===== config.mk =====
export PLATFORM = sky130hd
export DESIGN_NAME = hms_countdown_timer_top
export DESIGN_NICKNAME = d
export VERILOG_FILES = /design/src/rtl/hmsct_pkg.sv /design/src/rtl/hmsct_cfg_regs.sv /design/src/rtl/hmsct_core.sv /design/src/rtl/hms_countdown_timer_top.sv
export SDC_FILE = /design/constraint.sdc
export NUM_CORES = 1
export LEC_CHECK = 0
export ABC_AREA = 1
export BUFFER_PORTS_ARGS = -buffer_cell sky130_fd_sc_hd__buf_4
export CORE_UTILIZATION = 35
export CTS_CLUSTER_SIZE = 40
export DETAILED_ROUTE_END_ITERATION = 10
export SETUP_SLACK_MARGIN = 0.1
export SYNTH_ARGS = -nofsm -noshare
export SYNTH_HDL_FRONTEND = slang
export SYNTH_HIERARCHICAL = 1
export SYNTH_SLANG_ARGS = --single-unit

===== constraint.sdc =====
create_clock -name clk_i -period 12.6 [get_ports clk_i]
set_input_delay 2.52 -clock clk_i [delete_from_list [all_inputs] [get_ports clk_i]]
set_output_delay 2.52 -clock clk_i [all_outputs]
set_load 0.01 [all_outputs]

===== src/rtl/hmsct_pkg.sv =====
// Shared types and constants of the H:M:S countdown timer.
// No dependencies; every other file of the block imports this package.
package hmsct_pkg;

  // Operating modes, also the code on the mode output.
  localparam logic [1:0] MODE_IDLE   = 2'd0;
  localparam logic [1:0] MODE_SET    = 2'd1;
  localparam logic [1:0] MODE_RUN    = 2'd2;
  localparam logic [1:0] MODE_FINISH = 2'd3;

  // Command codes of an input word.
  localparam logic CMD_TICK = 1'b0;
  localparam logic CMD_POLL = 1'b1;

  // Panel key codes.
  localparam logic [1:0] PANEL_NONE  = 2'd0;
  localparam logic [1:0] PANEL_START = 2'd1;
  localparam logic [1:0] PANEL_NEXT  = 2'd2;
  localparam logic [1:0] PANEL_INC   = 2'd3;

  // Remote key codes.
  localparam logic [2:0] REMOTE_NONE   = 3'd0;
  localparam logic [2:0] REMOTE_PLAY   = 3'd1;
  localparam logic [2:0] REMOTE_CANCEL = 3'd2;
  localparam logic [2:0] REMOTE_NEXT   = 3'd3;
  localparam logic [2:0] REMOTE_PREV   = 3'd4;
  localparam logic [2:0] REMOTE_PLUS   = 3'd5;
  localparam logic [2:0] REMOTE_MINUS  = 3'd6;

  // Field selection codes.
  localparam logic [1:0] FIELD_HOURS   = 2'd0;
  localparam logic [1:0] FIELD_MINUTES = 2'd1;
  localparam logic [1:0] FIELD_SECONDS = 2'd2;

  // Configuration register indexes.
  localparam logic [1:0] REG_TICKS_PER_SECOND  = 2'd0;
  localparam logic [1:0] REG_BLINK_TICKS       = 2'd1;
  localparam logic [1:0] REG_BEEP_TOGGLE_TICKS = 2'd2;
  localparam logic [1:0] REG_BEEP_DURATION     = 2'd3;

  // Register reset values.
  localparam logic [5:0] TPS_RESET      = 6'd20;
  localparam logic [3:0] BLINK_RESET    = 4'd5;
  localparam logic [3:0] BEEP_TOG_RESET = 4'd4;
  localparam logic [7:0] BEEP_DUR_RESET = 8'd200;

  // Field limits.
  localparam logic [4:0] HOUR_TOP = 5'd23;
  localparam logic [5:0] MS_TOP   = 6'd59;

  // Current configuration as seen by the core.
  typedef struct packed {
    logic [5:0] ticks_per_second;
    logic [3:0] blink_ticks;
    logic [3:0] beep_toggle_ticks;
    logic [7:0] beep_duration;
  } cfg_t;

  // One result word.
  typedef struct packed {
    logic [4:0] hours;
    logic [5:0] minutes;
    logic [5:0] seconds;
    logic [1:0] mode;
    logic [1:0] selected_field;
    logic       counting;
    logic       blink;
    logic [1:0] blank_field;
    logic       beeper;
  } res_t;

endpackage


===== src/rtl/hmsct_cfg_regs.sv =====
// Configuration register file of the countdown timer.
// Depends on hmsct_pkg for register indexes, reset values and cfg_t.
module hmsct_cfg_regs
  import hmsct_pkg::*;
(
  input  logic       clk_i,
  input  logic       rst_ni,
  input  logic       cfg_valid_i,
  output logic       cfg_ready_o,
  input  logic [1:0] cfg_index_i,
  input  logic [7:0] cfg_data_i,
  output cfg_t       cfg_o
);

  cfg_t cfg_q;
  logic wr_en;

  // The register file takes a write in every cycle.
  assign cfg_ready_o = 1'b1;
  assign wr_en       = cfg_valid_i & cfg_ready_o;

  // Register writes, truncated to the width of each register.
  always_ff @(posedge clk_i or negedge rst_ni) begin
    if (!rst_ni) begin
      cfg_q.ticks_per_second  <= TPS_RESET;
      cfg_q.blink_ticks       <= BLINK_RESET;
      cfg_q.beep_toggle_ticks <= BEEP_TOG_RESET;
      cfg_q.beep_duration     <= BEEP_DUR_RESET;
    end else if (wr_en) begin
      case (cfg_index_i)
        REG_TICKS_PER_SECOND:  cfg_q.ticks_per_second  <= cfg_data_i[5:0];
        REG_BLINK_TICKS:       cfg_q.blink_ticks       <= cfg_data_i[3:0];
        REG_BEEP_TOGGLE_TICKS: cfg_q.beep_toggle_ticks <= cfg_data_i[3:0];
        REG_BEEP_DURATION:     cfg_q.beep_duration     <= cfg_data_i;
        default: ;
      endcase
    end
  end

  assign cfg_o = cfg_q;

endmodule


===== src/rtl/hmsct_core.sv =====
// Timer state and its update for one tick or key poll.
// Depends on hmsct_pkg for mode and key codes, cfg_t and res_t.
module hmsct_core
  import hmsct_pkg::*;
(
  input  logic       clk_i,
  input  logic       rst_ni,
  input  logic       step_i,
  input  logic       cmd_i,
  input  logic [1:0] panel_i,
  input  logic [2:0] remote_i,
  input  cfg_t       cfg_i,
  output res_t       res_o
);

  // Increment with wrap to zero above the top value.
  function automatic logic [5:0] wrap_up(input logic [5:0] v, input logic [5:0] top);
    wrap_up = (v >= top) ? 6'd0 : v + 6'd1;
  endfunction

  // Decrement with wrap to the top value from zero or out of range.
  function automatic logic [5:0] wrap_down(input logic [5:0] v, input logic [5:0] top);
    wrap_down = (v == 6'd0 || v > top) ? top : v - 6'd1;
  endfunction

  logic [4:0] hour_q, hour_d;
  logic [5:0] min_q, min_d;
  logic [5:0] sec_q, sec_d;
  logic [1:0] mode_q, mode_d;
  logic [1:0] field_q, field_d;
  logic       run_q, run_d;
  logic       blink_q, blink_d;
  logic       armed_q, armed_d;
  logic [7:0] left_q, left_d;
  logic       level_q, level_d;
  logic [5:0] sdiv_q, sdiv_d;
  logic [3:0] bdiv_q, bdiv_d;
  logic [3:0] pdiv_q, pdiv_d;

  logic [5:0] sdiv_inc;
  logic [3:0] bdiv_inc, pdiv_inc;
  logic       sec_fire, blk_fire, bep_fire;
  logic       start, cancel, up, down, run_tog;
  logic [1:0] field_a;
  logic [5:0] hour_w, adj_v, adj_top, adj_u, adj_r;
  logic       zero_now, zero_set;

  // Tick dividers: count up, return to zero and fire at the limit.
  always_comb begin
    sdiv_inc = sdiv_q + 6'd1;
    bdiv_inc = bdiv_q + 4'd1;
    pdiv_inc = pdiv_q + 4'd1;
    sec_fire = (sdiv_inc >= cfg_i.ticks_per_second) || (sdiv_inc == 6'd0);
    blk_fire = (bdiv_inc >= cfg_i.blink_ticks) || (bdiv_inc == 4'd0);
    bep_fire = (pdiv_inc >= cfg_i.beep_toggle_ticks) || (pdiv_inc == 4'd0);
  end

  // Key decoding shared by all modes.
  assign start  = (panel_i == PANEL_START) || (remote_i == REMOTE_PLAY);
  assign cancel = (panel_i == PANEL_INC) || (remote_i == REMOTE_CANCEL);
  assign up     = (panel_i == PANEL_INC) || (remote_i == REMOTE_PLUS);
  assign down   = (remote_i == REMOTE_MINUS);

  // Field selection after next and previous keys.
  always_comb begin
    field_a = field_q;
    if (panel_i == PANEL_NEXT || remote_i == REMOTE_NEXT) begin
      field_a = (field_a >= FIELD_SECONDS) ? FIELD_HOURS : field_a + 2'd1;
    end
    if (remote_i == REMOTE_PREV) begin
      field_a = (field_a == FIELD_HOURS || field_a > FIELD_SECONDS) ?
                FIELD_SECONDS : field_a - 2'd1;
    end
  end

  // Adjust the selected field: increment first, then decrement.
  always_comb begin
    hour_w = {1'b0, hour_q};
    case (field_a)
      FIELD_HOURS: begin
        adj_v   = hour_w;
        adj_top = {1'b0, HOUR_TOP};
      end
      FIELD_MINUTES: begin
        adj_v   = min_q;
        adj_top = MS_TOP;
      end
      default: begin
        adj_v   = sec_q;
        adj_top = MS_TOP;
      end
    endcase
    adj_u = up ? wrap_up(adj_v, adj_top) : adj_v;
    adj_r = down ? wrap_down(adj_u, adj_top) : adj_u;
  end

  assign zero_now = (hour_q == 5'd0) && (min_q == 6'd0) && (sec_q == 6'd0);
  assign run_tog  = run_q ^ start;

  // Next state for one word.
  always_comb begin
    hour_d  = hour_q;
    min_d   = min_q;
    sec_d   = sec_q;
    mode_d  = mode_q;
    field_d = field_q;
    run_d   = run_q;
    blink_d = blink_q;
    armed_d = armed_q;
    left_d  = left_q;
    level_d = level_q;
    sdiv_d  = sdiv_q;
    bdiv_d  = bdiv_q;
    pdiv_d  = pdiv_q;
    zero_set = 1'b0;
    if (cmd_i == CMD_TICK) begin
      sdiv_d = sec_fire ? 6'd0 : sdiv_inc;
      bdiv_d = blk_fire ? 4'd0 : bdiv_inc;
      pdiv_d = bep_fire ? 4'd0 : pdiv_inc;
      if (blk_fire) begin
        blink_d = ~blink_q;
      end
      // Countdown with borrow; nothing moves at zero.
      if (run_q && sec_fire) begin
        if (sec_q != 6'd0) begin
          sec_d = sec_q - 6'd1;
        end else if (min_q != 6'd0) begin
          min_d = min_q - 6'd1;
          sec_d = MS_TOP;
        end else if (hour_q != 5'd0) begin
          hour_d = hour_q - 5'd1;
          min_d  = MS_TOP;
          sec_d  = MS_TOP;
        end
      end
      if (armed_q && left_q != 8'd0) begin
        left_d = left_q - 8'd1;
        if (bep_fire) begin
          level_d = ~level_q;
        end
      end
    end else begin
      case (mode_q)
        MODE_IDLE: begin
          hour_d = 5'd0;
          min_d  = 6'd0;
          sec_d  = 6'd0;
          if (start) begin
            mode_d = MODE_SET;
          end
        end
        MODE_SET: begin
          field_d = field_a;
          case (field_a)
            FIELD_HOURS:   hour_d = adj_r[4:0];
            FIELD_MINUTES: min_d  = adj_r;
            default:       sec_d  = adj_r;
          endcase
          zero_set = (hour_d == 5'd0) && (min_d == 6'd0) && (sec_d == 6'd0);
          if (start) begin
            if (zero_set) begin
              mode_d = MODE_IDLE;
            end else begin
              mode_d = MODE_RUN;
              run_d  = 1'b1;
            end
          end
        end
        MODE_RUN: begin
          run_d = run_tog;
          if (!run_tog && cancel) begin
            mode_d = MODE_IDLE;
          end else if (zero_now) begin
            mode_d = MODE_FINISH;
            run_d  = 1'b0;
            left_d = cfg_i.beep_duration;
          end
        end
        default: begin
          armed_d = 1'b1;
          if (cancel || left_q == 8'd0) begin
            mode_d  = MODE_IDLE;
            armed_d = 1'b0;
            level_d = 1'b0;
          end
        end
      endcase
    end
  end

  // State registers, updated once for each word that moves to the result.
  always_ff @(posedge clk_i or negedge rst_ni) begin
    if (!rst_ni) begin
      hour_q  <= 5'd0;
      min_q   <= 6'd0;
      sec_q   <= 6'd0;
      mode_q  <= MODE_IDLE;
      field_q <= FIELD_HOURS;
      run_q   <= 1'b0;
      blink_q <= 1'b0;
      armed_q <= 1'b0;
      left_q  <= 8'd0;
      level_q <= 1'b0;
      sdiv_q  <= 6'd0;
      bdiv_q  <= 4'd0;
      pdiv_q  <= 4'd0;
    end else if (step_i) begin
      hour_q  <= hour_d;
      min_q   <= min_d;
      sec_q   <= sec_d;
      mode_q  <= mode_d;
      field_q <= field_d;
      run_q   <= run_d;
      blink_q <= blink_d;
      armed_q <= armed_d;
      left_q  <= left_d;
      level_q <= level_d;
      sdiv_q  <= sdiv_d;
      bdiv_q  <= bdiv_d;
      pdiv_q  <= pdiv_d;
    end
  end

  // Result word built from the state after this step.
  always_comb begin
    res_o.hours          = hour_d;
    res_o.minutes        = min_d;
    res_o.seconds        = sec_d;
    res_o.mode           = mode_d;
    res_o.selected_field = field_d;
    res_o.counting       = run_d;
    res_o.blink          = blink_d;
    res_o.blank_field    = (mode_d == MODE_SET && blink_d) ? field_d + 2'd1 : 2'd0;
    res_o.beeper         = level_d;
  end

`ifndef NO_ASSERTIONS
  // Set and countdown logic keep every time field within its range.
  a_time_range: assert property (@(posedge clk_i) disable iff (!rst_ni)
    (hour_q <= HOUR_TOP) && (min_q <= MS_TOP) && (sec_q <= MS_TOP))
    else $error("time field out of range");

  // The count is never running outside the running mode.
  a_run_mode: assert property (@(posedge clk_i) disable iff (!rst_ni)
    run_q |-> (mode_q == MODE_RUN))
    else $error("run flag set outside running mode");

  // The beeper is only armed in the finished mode.
  a_armed_mode: assert property (@(posedge clk_i) disable iff (!rst_ni)
    armed_q |-> (mode_q == MODE_FINISH))
    else $error("beeper armed outside finished mode");
`endif

endmodule


===== src/rtl/hms_countdown_timer_top.sv =====
// Top level of the H:M:S countdown timer: input register, core, result register.
// Depends on hmsct_pkg, hmsct_cfg_regs and hmsct_core.
//
//  Channel   Direction  Handshake             Payload
//  in        in         in_valid_i/in_stall_o command_i, panel_key_i, remote_code_i
//  out       out        out_valid_o/out_stall_i hours_o .. beeper_o
//  cfg       in         cfg_valid_i/cfg_ready_o cfg_index_i, cfg_data_i
//
// One word is taken every cycle while in_stall_o is low. Each word passes the input
// register and then the result register; the timer state is updated as a word
// moves from the input register into the result register.
// Reset sets the registers to their defaults and the time to 00:00:00 in idle mode.
// A stall on the output holds the result; the input register then fills and
// the input stalls in turn.
module hms_countdown_timer_top
  import hmsct_pkg::*;
(
  input  logic       clk_i,
  input  logic       rst_ni,
  input  logic       in_valid_i,
  output logic       in_stall_o,
  input  logic       command_i,
  input  logic [1:0] panel_key_i,
  input  logic [2:0] remote_code_i,
  output logic       out_valid_o,
  input  logic       out_stall_i,
  output logic [4:0] hours_o,
  output logic [5:0] minutes_o,
  output logic [5:0] seconds_o,
  output logic [1:0] mode_o,
  output logic [1:0] selected_field_o,
  output logic       counting_o,
  output logic       blink_o,
  output logic [1:0] blank_field_o,
  output logic       beeper_o,
  input  logic       cfg_valid_i,
  output logic       cfg_ready_o,
  input  logic [1:0] cfg_index_i,
  input  logic [7:0] cfg_data_i
);

  cfg_t       cfg;
  res_t       res_next;
  res_t       res_q;
  logic       in_valid_q;
  logic       cmd_q;
  logic [1:0] panel_q;
  logic [2:0] remote_q;
  logic       out_valid_q;
  logic       accept;
  logic       advance;

  hmsct_cfg_regs u_cfg (
    .clk_i       (clk_i),
    .rst_ni      (rst_ni),
    .cfg_valid_i (cfg_valid_i),
    .cfg_ready_o (cfg_ready_o),
    .cfg_index_i (cfg_index_i),
    .cfg_data_i  (cfg_data_i),
    .cfg_o       (cfg)
  );

  // A word moves on when the result register is empty or being emptied.
  assign advance    = in_valid_q & (~out_valid_q | ~out_stall_i);
  assign in_stall_o = in_valid_q & ~advance;
  assign accept     = in_valid_i & ~in_stall_o;

  // Input register.
  always_ff @(posedge clk_i or negedge rst_ni) begin
    if (!rst_ni) begin
      in_valid_q <= 1'b0;
    end else if (accept) begin
      in_valid_q <= 1'b1;
    end else if (advance) begin
      in_valid_q <= 1'b0;
    end
  end

  always_ff @(posedge clk_i) begin
    if (accept) begin
      cmd_q    <= command_i;
      panel_q  <= panel_key_i;
      remote_q <= remote_code_i;
    end
  end

  hmsct_core u_core (
    .clk_i    (clk_i),
    .rst_ni   (rst_ni),
    .step_i   (advance),
    .cmd_i    (cmd_q),
    .panel_i  (panel_q),
    .remote_i (remote_q),
    .cfg_i    (cfg),
    .res_o    (res_next)
  );

  // Result register.
  always_ff @(posedge clk_i or negedge rst_ni) begin
    if (!rst_ni) begin
      out_valid_q <= 1'b0;
    end else if (advance) begin
      out_valid_q <= 1'b1;
    end else if (~out_stall_i) begin
      out_valid_q <= 1'b0;
    end
  end

  always_ff @(posedge clk_i) begin
    if (advance) begin
      res_q <= res_next;
    end
  end

  assign out_valid_o      = out_valid_q;
  assign hours_o          = res_q.hours;
  assign minutes_o        = res_q.minutes;
  assign seconds_o        = res_q.seconds;
  assign mode_o           = res_q.mode;
  assign selected_field_o = res_q.selected_field;
  assign counting_o       = res_q.counting;
  assign blink_o          = res_q.blink;
  assign blank_field_o    = res_q.blank_field;
  assign beeper_o         = res_q.beeper;

`ifndef NO_ASSERTIONS
  // Every word that leaves the input register shows up as a result.
  a_advance_result: assert property (@(posedge clk_i) disable iff (!rst_ni)
    advance |=> out_valid_q)
    else $error("word advanced without a result");

  // A field is blanked only in set mode.
  a_blank_mode: assert property (@(posedge clk_i) disable iff (!rst_ni)
    (out_valid_q && res_q.blank_field != 2'd0) |-> (res_q.mode == MODE_SET))
    else $error("field blanked outside set mode");

  // The finished mode never reports a running count.
  a_finish_stopped: assert property (@(posedge clk_i) disable iff (!rst_ni)
    (out_valid_q && res_q.mode == MODE_FINISH) |-> !res_q.counting)
    else $error("count running in finished mode");
`endif

endmodule

; ---- Word level (Yosys, flattened, before mapping)
; Index checks and enable logic that the tools add are counted.
[totals]
regBits = 103
latch_bits = 0
mem_bits_rw = 0
romBits = 0
n_memories = 0
[op_classes]
addsub = 12
multipliers = 0
n_div = 0
order_cmp = 7
eq_ne = 20
shift = 0
mux = 73
bitwise = 13
n_reduce_logical = 49
[op_table]
columns = operator, count
row1 = $mux 6, 22
row2 = $mux 5, 8
row3 = $mux 8, 5
row4 = $logic_not 6->1, 6
row5 = $pmux 6 s2, 3
row6 = $mux 2, 13
row7 = $sub 6x1->6 const B, 3
row8 = $mux 1, 17
row9 = $add 6x1->6 const B, 2
row10 = $ge 6x6->1, 2
row11 = $reduce_bool 6->1, 2
row12 = $eq 2x1->1 const B, 5
row13 = $eq 2x2->1 const B, 5
row14 = $logic_not 5->1, 2
row15 = $logic_or 1x1->1, 10
row16 = $pmux 5 s2, 1
row17 = $reduce_and 2->1, 5
row18 = $eq 3x3->1 const B, 3
row19 = $add 4x1->4 const B, 2
row20 = $ge 4x4->1, 2
row21 = $logic_and 1x1->1, 8
row22 = $logic_not 2->1, 4
row23 = $logic_not 4->1, 2
row24 = $logic_not 8->1, 1
row25 = other kinds (26), 41

; ---- Depth between registers and ports, before layout
; Gate-level depths: netlist (run 1).
[logic_depth]
ltp_word = 28
depth_mapped = 43

; ---- Cells and area by module
; Netlist (run 1), hierarchy kept.
[by_module_without_submodules]
columns = module, n_inst, cells_per_inst, area_per_inst_um2, seq_area_each_um2
row1 = hmsct_core, 1, 750, 4879.7, 1176.1
row2 = hms_countdown_timer_top, 1, 44, 1056.0, 1011.0
row3 = hmsct_cfg_regs, 1, 104, 1022.2, 560.5

; ---- Worst setup path after synthesis (run 1)
; OpenSTA, ideal clock, no wires.
[synth_path]
path_type = input to output
startpoint = input port out_stall_i
endpoint = output port in_stall_o
arrival_time_ps = 2684
required_ps = 10080
path_slack_ps = 7396
stages = 2
cell_sequence = nand3_2 inv_1
[synth_between]
elab_chain_cells = 5
[synth_rtl]
columns = element, line_no
row1 = from (decl), hms_countdown_timer_top.sv:26  ; input logic out_stall_i,
row2 = $not 1->1, -
row3 = $or 1x1->1, hms_countdown_timer_top.sv:64  ; assign advance = in_valid_q & (~out_valid_q | ~out_stall_i);
row4 = $and 1x1->1, hms_countdown_timer_top.sv:64
row5 = $not 1->1, hms_countdown_timer_top.sv:65  ; assign in_stall_o = in_valid_q & ~advance;
row6 = $and 1x1->1, hms_countdown_timer_top.sv:65
row7 = to (decl), hms_countdown_timer_top.sv:21  ; output logic in_stall_o,
; No other way between the ends.

; ---- Final worst setup path (run 1)
[layout_path]
startpoint = register remote_q[2]
endpoint = register res_q (netlist bit blank_field_o[0]), data pin
[layout_between]
elab_chain_cells = 28
[layout_rtl]
columns = element, line_no
row1 = from (decl), hms_countdown_timer_top.sv:48  ; logic [2:0] remote_q;
row2 = from (signal assigned), hms_countdown_timer_top.sv:83  ; remote_q <= remote_code_i;
row3 = $eq 3x2->1, hmsct_core.sv:67  ; if (panel_i == PANEL_NEXT || remote_i == REMOTE_NEXT) begin
row4 = $logic_or 1x1->1, hmsct_core.sv:67
row5 = $mux 2, hmsct_core.sv:67
row6 = $gt 2x2->1 or $logic_not 2->1 (tied branches), hmsct_core.sv:71  ; field_a = (field_a == FIELD_HOURS || field_a > FIELD_SECONDS) ?
row7 = $logic_or 1x1->1, hmsct_core.sv:71
row8 = $mux 2, hmsct_core.sv:71
row9 = $mux 2, hmsct_core.sv:70  ; if (remote_i == REMOTE_PREV) begin
row10 = $eq 2x1->1 or $logic_not 2->1 (tied branches), "hmsct_core.sv:79, hmsct_core.sv:154"
row11 = [... 11 more ...], -
row12 = $logic_not 6->1 or $logic_not 5->1 (tied branches), hmsct_core.sv:159  ; zero_set = (hour_d == 5'd0) && (min_d == 6'd0) && (sec_d == 6'd0);
row13 = $logic_and 1x1->1 (2 in a row), hmsct_core.sv:159
row14 = $mux 2, hmsct_core.sv:161  ; if (zero_set) begin
row15 = $mux 2, hmsct_core.sv:160  ; if (start) begin
row16 = $pmux 2 s3, hmsct_core.sv:143  ; case (mode_q)
row17 = $mux 2, hmsct_core.sv:116  ; if (cmd_i == CMD_TICK) begin
row18 = $eq 2x1->1, hmsct_core.sv:233  ; res_o.blank_field = (mode_d == MODE_SET && blink_d) ? field_d + 2'd1 : 2'd0;
row19 = $logic_and 1x1->1, hmsct_core.sv:233
row20 = to (signal assigned), hms_countdown_timer_top.sv:111  ; res_q <= res_next;
row21 = to (decl), hms_countdown_timer_top.sv:44  ; res_t res_q;
; Several ways; a longest one is shown, not always the timed one. The select of a mux whose other input is x is not followed.
; A chain may end at the register's enable or synchronous reset.

==> summary.md, run 1 <==
| Metric | Value |
|---|---|
| I/O pin count | 50 |
| FF-to-FF End | blank_field_o[0] |
| Register area share after synthesis | 39.5% |
| Main combinational cell family by area after synthesis | simple AND/OR/NAND/NOR gates |
| Placement Setup Slack | 7040 ps |
| Num CTS Buffers | 9 |
| Max-cap violations | 0 |
| Setup TNS | 0 ps |
| Initial antenna violation count | 0 |
| Root buf cell | clkbuf_16 |
| Status | completed |
| Via/cell ratio | 5.00 |
| Cell mode on critical path | nand2_1 |
| Latest clock arrival within the worst-skew pair | 360 ps |
| Synthesized flop and latch total | 103 |
| Worst relative slew slack | 30.5% |
| Finish-stage setup viols | 0 |
| Largest stage delay, worst path | 550 ps |
| Synth Area in Compound Gates | 12.2% |
| Final slew viol count | 0 |
| RSZ-0062 raised after global routing | no |
| Total leakage power | 3.75 nW |
| CTS tree | done |
| Row count | 51 |
| Vias in the first global route | 5512 |
| Critical-path top delay cell | nor2_1 |
| Ant diodes | 0 |
| DR pass1 iterations | 5 |
| Final HPWL DP | 12.5 mm |
| Internal cell power | 0.000914 W |
| Die width | 143 um |
| Clock Tree Buf Depth | 2 |
| Worst Path Required | 12800 ps |
| Path type of the worst min-delay path | flip-flop to flip-flop |
| Yosys top cell by area | dfrtp_1 |
| Post-synthesis simple-gate area fraction | 30.8% |
| Starting Density | 35.8% |
| Final weighted congestion of routability-driven global placement | 0.945 |
| Share of cells above drive strength 1 | 14.2% |
| R2r setup slk | 6970 ps |
| Post-synth EDFFs | 32 |
| P_sw | 0.000837 W |
| Crit path time final | 5630 ps |
| Synth top area cells | dfrtp_1, edfxtp_1, nand2_1, ha_1, inv_1 |
| Post-Synth Adder-Cell Area | 6.29% |
| Fmax | 178 MHz |
| GR Overflow Total | 0 |
| Share of flip-flops with an asynchronous set or reset | 68.9% |
| RR Startpoint | remote_q[2] |
| DRT Wirelength | 16.9 mm |
| Comb power frac | 53.3% |
| Clk_skew | 13.2 ps |
| CP startpoint kind | flip-flop |
| Post-CTS Resized | 0 |
| Crit Path Max Fanout | 15 |
| Crit path from | remote_q[2] |
| Post-synth cell types | 51 |
| Critical Path Sink | blank_field_o[0] |
| Sequential share of power | 30.3% |
| Total core area | 19500 um^2 |
| Mapped Area | 6960 um^2 |
| Crit. End Element | flip-flop |
| Pwr Total | 0.00175 W |
| Worst setup margin | 6970 ps |
| Setup Buffers After CTS | 0 |
| Crit path DAT | 5830 ps |
| Buffers on Ports | 48 |
| Via count | 5996 |
| Max H-tree Level | 3 |
| Mux cell area share after synthesis | 0.144% |
| Area Growth Syn to Fin | 12.1% |
| Final Instance Area | 7800 um^2 |
| Die H | 143 um |
| DR WL/cell | 14.1 um |
| Total GRT Usage | 17.5% |
| Post-route DRC | 0 |
| Hold buffer count at cts | 0 |
| Remaining antenna violation count | 0 |
| 1st-iter DRT viols | 449 |
| Pwr Density | 225 nW/um^2 |
| Count of final hold-check violations | 0 |
| Yosys top cell area share | 22.7% |
| Die Area | 20400 um^2 |
| Mapped Avg Cell Area | 7.75 um^2 |
| Post-Synth XOR/XNOR Area | 1.38% |
| Sw Share | 47.8% |
| Placed Area | 7490 um^2 |
| Critical path class | flip-flop to flip-flop |
| Filler Cell Count | 1988 |
| Clk pwr share | 16.5% |
| Crit share post-route | 44.7% |
| Syn. warnings | 6 |
| Hold depth | 2 |
| Pin count of the biggest net entering global routing | 73 |
| Worst Tran Pin Value | 1040 ps |
| Syn Nets | 954 |
| Global-route wire length before repair | 27.9 mm |
| R2R cell count | 40 |
| Clk slew on worst S/H paths | 80 ps |
| Mapped Cells | 898 |
| VDD IR-drop max | 109 uV |
| CTS sink cnt | 103 |
| Synth Flop Type | dfrtp_1 |
| Final #Nets | 985 |
[power groups by stage]
stage	clock network (W)	logic, W	registers (W)
4_1_cts	0.000299	0.000927	0.000531
2_1_floorplan	0	0.000695	0.000528
5_1_grt	0.000310	0.00106	0.000543
3_5_place_dp	0	0.000921	0.000535
6_report	0.000288	0.000933	0.000530
3_3_place_gp	0	0.000918	0.000536
[registers in the layout, summed over array words and instances (netlist names), 3 cells and up]
| name | flops |
|---|---|
| u_core/sdiv_q | 6 |
| u_core/hour_q | 5 |
| u_core/min_q | 6 |
| u_core/sec_q | 6 |
| u_core/pdiv_q | 4 |
| hours_o | 5 |
| u_cfg/cfg_o | 22 |
| u_core/left_q | 8 |
| minutes_o | 6 |
| remote_q | 3 |
| u_core/bdiv_q | 4 |
| seconds_o | 6 |
[logic make-up (layout without fill, tap and decap cells)]
kind of cell | after synthesis | in the layout
AND/OR/NAND/NOR | 450 | 450
buffers and inverters | 158 | 194
AO/OA/AOI/OAI | 139 | 139
flip-flops | 103 | 103
adder cells (fa/ha/maj) | 35 | 35
XOR/XNOR | 11 | 11
other | 1 | 1
multiplexers | 1 | 1
[worst max-delay path, delay by kind of cell (launching register included)]
| family | cells | cell delay (ps) |
|---|---|---|
| AND/OR/NAND/NOR | 31 | 3260 |
| adder cells (fa/ha/maj) | 2 | 640 |
| AO/OA/AOI/OAI | 3 | 470 |
| flip-flops | 1 | 420 |
| buffers and inverters | 4 | 650 |
[cells in the final DEF, fill, tap and decap left out, drive strengths merged, types with 8 or more instances in the layout]
cell type,instances
o211ai,12
inv,129
nand4,27
nand3,92
buf,50
a31oi,12
nand2,254
ha,35
nor2,60
nor3,11
dfrtp,63
o221ai,10
edfxtp,32
o21ai,60
a21oi,20
clkbuf,9
dfstp,8
xor2,10
[metal layers]
layer | GRT usage [%] | vias up | routed length, um | share of wire (%)
met3 | 2.05 | 22 | 672 | 4.0
met1 | 24.3 | 2800 | 8160 | 48
li1 | - | 3054 | - | -
met4 | 6.45 | 0 | 339 | 2.0
met5 | 0 | - | 0 | 0
met2 | 27.9 | 120 | 7730 | 46
[per-stage QoR]
stage               instances  util (%)  hold slack [ps]
finish                   1199      40.1              470
global route             1199      40.1              482
CTS                      1199      40.1              472
detailed placement       1183      38.5              458
global placement         1183      38.5              454
floorplan                 898         -              442
[worst min path at each step]
stage,start,to,slack (ps)
floorplan,u_cfg/cfg_o[11],u_cfg/cfg_o[11],440
global placement,u_cfg/cfg_o[14],u_cfg/cfg_o[14],450
detailed placement,u_cfg/cfg_o[7],u_cfg/cfg_o[7],460
CTS,u_cfg/cfg_o[20],u_cfg/cfg_o[20],470
global route,u_cfg/cfg_o[12],u_cfg/cfg_o[12],480
finish,u_cfg/cfg_o[14],u_cfg/cfg_o[14],470
[final cells by class]
cell class	instances	area (um^2)	area share, %
multi-input cells	637	3550	45.6
flip-flops and latches	103	2750	35.2
inverters	128	480	6.16
repair buffers	50	375	4.81
well taps	265	332	4.25
clock buffers	9	225	2.89
clock inverters	7	85.1	1.09
[cells in the mapped netlist (all sizes together), types with 2 or more instances]
library cell and number:
dfstp 8, clkbuf 14, nand3 92, a21boi 4, edfxtp 32, a32oi 2
o22ai 4, a211oi 2, ha 35, nor3 11, o221ai 10, dfrtp 63
o21ai 60, nor4 3, o211ai 12, inv 126, clkinv 2, o21bai 2
nor2 60, a21oi 20, o31ai 5, buf 16, xor2 10, o21a 3
nand2 254, a31oi 12, nand4 27
(Power assumes the default switching activity.)
==> inputs of run 2 (changes only) <==
- ABC_AREA: 1 -> 0
- clock period: 12.6 -> 5.18 ns (I/O delays scaled with it)
==> summary.md, run 2 <==
| Metric | Value |
|---|---|
| Ant diodes | 0 (unchanged) |
| Fmax | 188 MHz (+5.8%) |
| Placed Area | 9050 um^2 (+21%) |
| Synthesized flop and latch total | 103 (unchanged) |
| Share of cells above drive strength 1 | 31.5% (+17 points) |
| Starting Density | 36.1% (+0.32 points) |
| Final weighted congestion of routability-driven global placement | 1.01 (+6.5%) |
| Crit path time final | 5320 ps (-310 ps) |
| Yosys top cell area share | 20.6% (-2.1 points) |
| Final HPWL DP | 18.0 mm (+44%) |
| Largest register FFs | 22 (unchanged) |
| Buffers on Ports | 48 (unchanged) |
| Worst path buffer plus inverter count | 1 (-3) |
| Row count | 53 (+3.9%) |
| RSZ-0062 raised after global routing | yes |
| CP Depth | 21 (-48%) |
| Critical path class | flip-flop to flip-flop |
| Remaining antenna violation count | 0 (unchanged) |
| Routed wl met2 | 11.0 mm (+42%) |
| Pwr Density | 612 nW/um^2 (+170%) |
| Post-synth cell types | 89 (+75%) |
| Most common cell after layout, fill and taps aside | buf_4 |
| Area Growth Syn to Fin | 27.8% |
| Clk_skew | 12.3 ps (-0.899 ps) |
| Synth top area cells | dfrtp_1, edfxtp_1, ha_1, mux2_2, nand2_1 |
| Total leakage power | 4.17 nW (+11%) |
| Die H | 150 um (+4.8%) |
| Post-synth EDFFs | 32 (unchanged) |
| Top cells by count, synth | nand2_1, dfrtp_1, nor2_1 |
| Hold depth | 1 (-1) |
| Path type of the worst min-delay path | flip-flop to flip-flop |
| Latest clock arrival within the worst-skew pair | 360 ps (about the same) |
| Worst Path Required | 5300 ps (-7500 ps) |
| CP delay by family, top | compound AO/OA/AOI/OAI gates |
| Mapped Avg Cell Area | 8.85 um^2 (+14%) |
| Count of final hold-check violations | 0 (unchanged) |
| Clock Tree Buf Depth | 2 (unchanged) |
| Multi-input gate area | 4860 um^2 (+37%) |
| Final Instance Area | 9780 um^2 (+25%) |
| Crit path DAT | 5440 ps (-390 ps) |
| Failing checks | negative setup slack |
| Crit. End Element | flip-flop |
| Hold_ws | 485 ps (+14.8 ps) |
| Hold buffer count at cts | 0 (unchanged) |
| Critical-path top delay cell | or3b_4 |
| Worst relative slew slack | 33.6% (+3.1 points) |
| Post-route DRC | 0 (unchanged) |
| Post-Route M1 WL | 10.8 mm (+32%) |
| Via/cell ratio | 5.69 (+14%) |
| Worst-path cell chain | or3b_4 > nor4_2 > a311oi_1 > a32o_1 > o21a_1 > ha_4 > a21o_1 > a21oi_1 > nand4b_1 > o31ai_4 > nand2_1 > o21ai_2 > inv_2 > ha_4 > a21o_1 > a41o_1 > or3_4 > a21o_1 > a211o_1 > or4_4 > a21o_1 |
| Largest stage delay, worst path | 510 ps (-40 ps) |
| Mapped Cells | 865 (-3.7%) |
| Top-count cell post-synth | nand2_1 |
| DR pass1 iterations | 7 (+2) |
| Final slew viol count | 0 (unchanged) |
| Final #Nets | 1060 (+7.6%) |
| Worst Tran Pin Value | 992 ps (-48.7 ps) |
| DR WL/cell | 18.7 um (+33%) |
| Global-route wire length before repair | 38.4 mm (+37%) |
| Share of flip-flops with an asynchronous set or reset | 68.9% (unchanged) |
| Setup TNS | -711 ps (-711 ps) |
| Vias in the first global route | 6932 (+26%) |
| CTS tree | done |
| Max H-tree Level | 3 (unchanged) |
| DRT Wirelength | 24.1 mm (+42%) |
| Pwr Total | 0.00599 W (+240%) |
| Status | finished with violations |
| Crit share post-route | 103% (+58 points) |
| I/O pin count | 50 (unchanged) |
| Most frequent cells in the layout | buf_4, nand2_1, dfrtp_1 |
| Syn. warnings | 6 (unchanged) |
| Syn Nets | 921 (-3.5%) |
| Initial antenna violation count | 0 (unchanged) |
| Crit Path Max Fanout | 6 (-9) |
| Sequential cell area | 2750 um^2 (unchanged) |
| Root buf cell | clkbuf_16 |
| Synth Flop Type | dfrtp_1 |
| CTS sink cnt | 103 (unchanged) |
| Register area share after synthesis | 35.9% (-3.6 points) |
| Total GRT Usage | 22.1% (+4.6 points) |
| 1st-iter DRT viols | 839 (+87%) |
| Cell mode on critical path | a21o_1 |
| Via count | 7305 (+22%) |
| Clk slew on worst S/H paths | 80 ps (about the same) |
| Die Area | 22500 um^2 (+9.9%) |
| Num CTS Buffers | 9 (unchanged) |
| R2R cell count | 21 (-48%) |
| Yosys top cell by area | dfrtp_1 |
| Top routing layer in use | met4 |
| Pin count of the biggest net entering global routing | 72 (-1.4%) |
| Mapped Area | 7650 um^2 (+10%) |
| Max-cap violations | 0 (unchanged) |
| Total core area | 21200 um^2 (+9.0%) |
| CP startpoint kind | flip-flop |
| End-of-flow core utilization | 46.1% (+6.0 points) |
| GR Overflow Total | 0 (unchanged) |
| Filler Cell Count | 2077 (+4.5%) |
| Die width | 150 um (+4.8%) |
| VDD IR-drop max | 233 uV (+110%) |
| Worst setup margin | -143 ps (-7110 ps) |
| WL met3 | 1.36 mm (+100%) |
| Finish-stage setup viols | 11 (+11) |
==> run 2: through the flow <==
stage | worst slack, ps | cells
6_report | -143 | 1284
3_5_place_dp | -319 | 1252
4_1_cts | -51.7 | 1281
2_1_floorplan | -279 | 865
3_3_place_gp | -226 | 1252
5_1_grt | -291 | 1284
==> run 2: final timing paths <==
path	startpoint	to	slack [ps]
max	remote_q[1]	mode_o[1]	-140
min	u_core/blink_q	u_core/blink_q	480
max reg2reg	remote_q[1]	mode_o[1]	-140
min reg2reg	u_core/blink_q	u_core/blink_q	480
max in group asynchronous	rst_ni	u_core/hour_q[2]	3760
min in group asynchronous	rst_ni	u_core/sec_q[5]	790
==> run 2: cells by family (layout without fill, tap and decap cells) <==
family                     after synthesis  count (layout)  share of synthesized area (%)
DFF                                    103             103                           35.9
buffers and inverters                   96             239                           5.66
and+or+nand+nor                        304             305                           19.9
muxes                                   42              42                           6.08
adders and majority gates               35              35                           5.72
AOI/OAI and AO/OA                      266             266                           24.6
xor gates and xnor gates                18              18                           2.06
other                                    1               1                         0.0490
==> run 2: cell type report <==
cell class / instances / area share (%)
Multi-Input combinational cell: 667 / 49.7
Sequential cell: 103 / 28.1
Timing Repair Buffer: 181 / 14.2
Tap cell: 275 / 3.52
Clock buffer: 10 / 2.34
Inverter: 42 / 1.64
Clock inverter: 6 / 0.550
==> run 2: timing repair <==
item	in CTS	in global routing
gates resized for setup	53	23
setup buffers	12	3
endpoints found under the setup margin	35	38
hold endpoints to repair	0	0
pin swaps	13	6
gates cloned	1	0
==> run 2: layer usage <==
layer | GRT usage [%] | vias to the layer above
li1 | - | 3522
met1 | 30.3 | 3472
met2 | 34.4 | 258
met3 | 3.57 | 53
met4 | 8.89 | 0
met5 | 0 | -
==> run 2: worst register-to-register path, stage by stage, from the launching register on <==
cell      delay [ps]
edfxtp_1         480
or3b_4           510
nor4_2           170
a311oi_1          90
a32o_1           310
o21a_1           160
ha_4             270
a21o_1           100
a21oi_1           50
nand4b_1         240
o31ai_4          290
nand2_1          120
o21ai_2          100
inv_2             70
ha_4             210
a21o_1           180
a41o_1           200
or3_4            430
a21o_1           200
a211o_1          250
or4_4            480
a21o_1           180
==> run 2: where the power goes <==
| part | total (W) | internal [W] | switching (W) |
|---|---|---|---|
| Sequential | 0.00131 | 0.00109 | 0.000223 |
| Combinational | 0.00401 | 0.00183 | 0.00218 |
| Clock | 0.000665 | 0.000335 | 0.000330 |
| Total | 0.00599 | 0.00326 | 0.00273 |
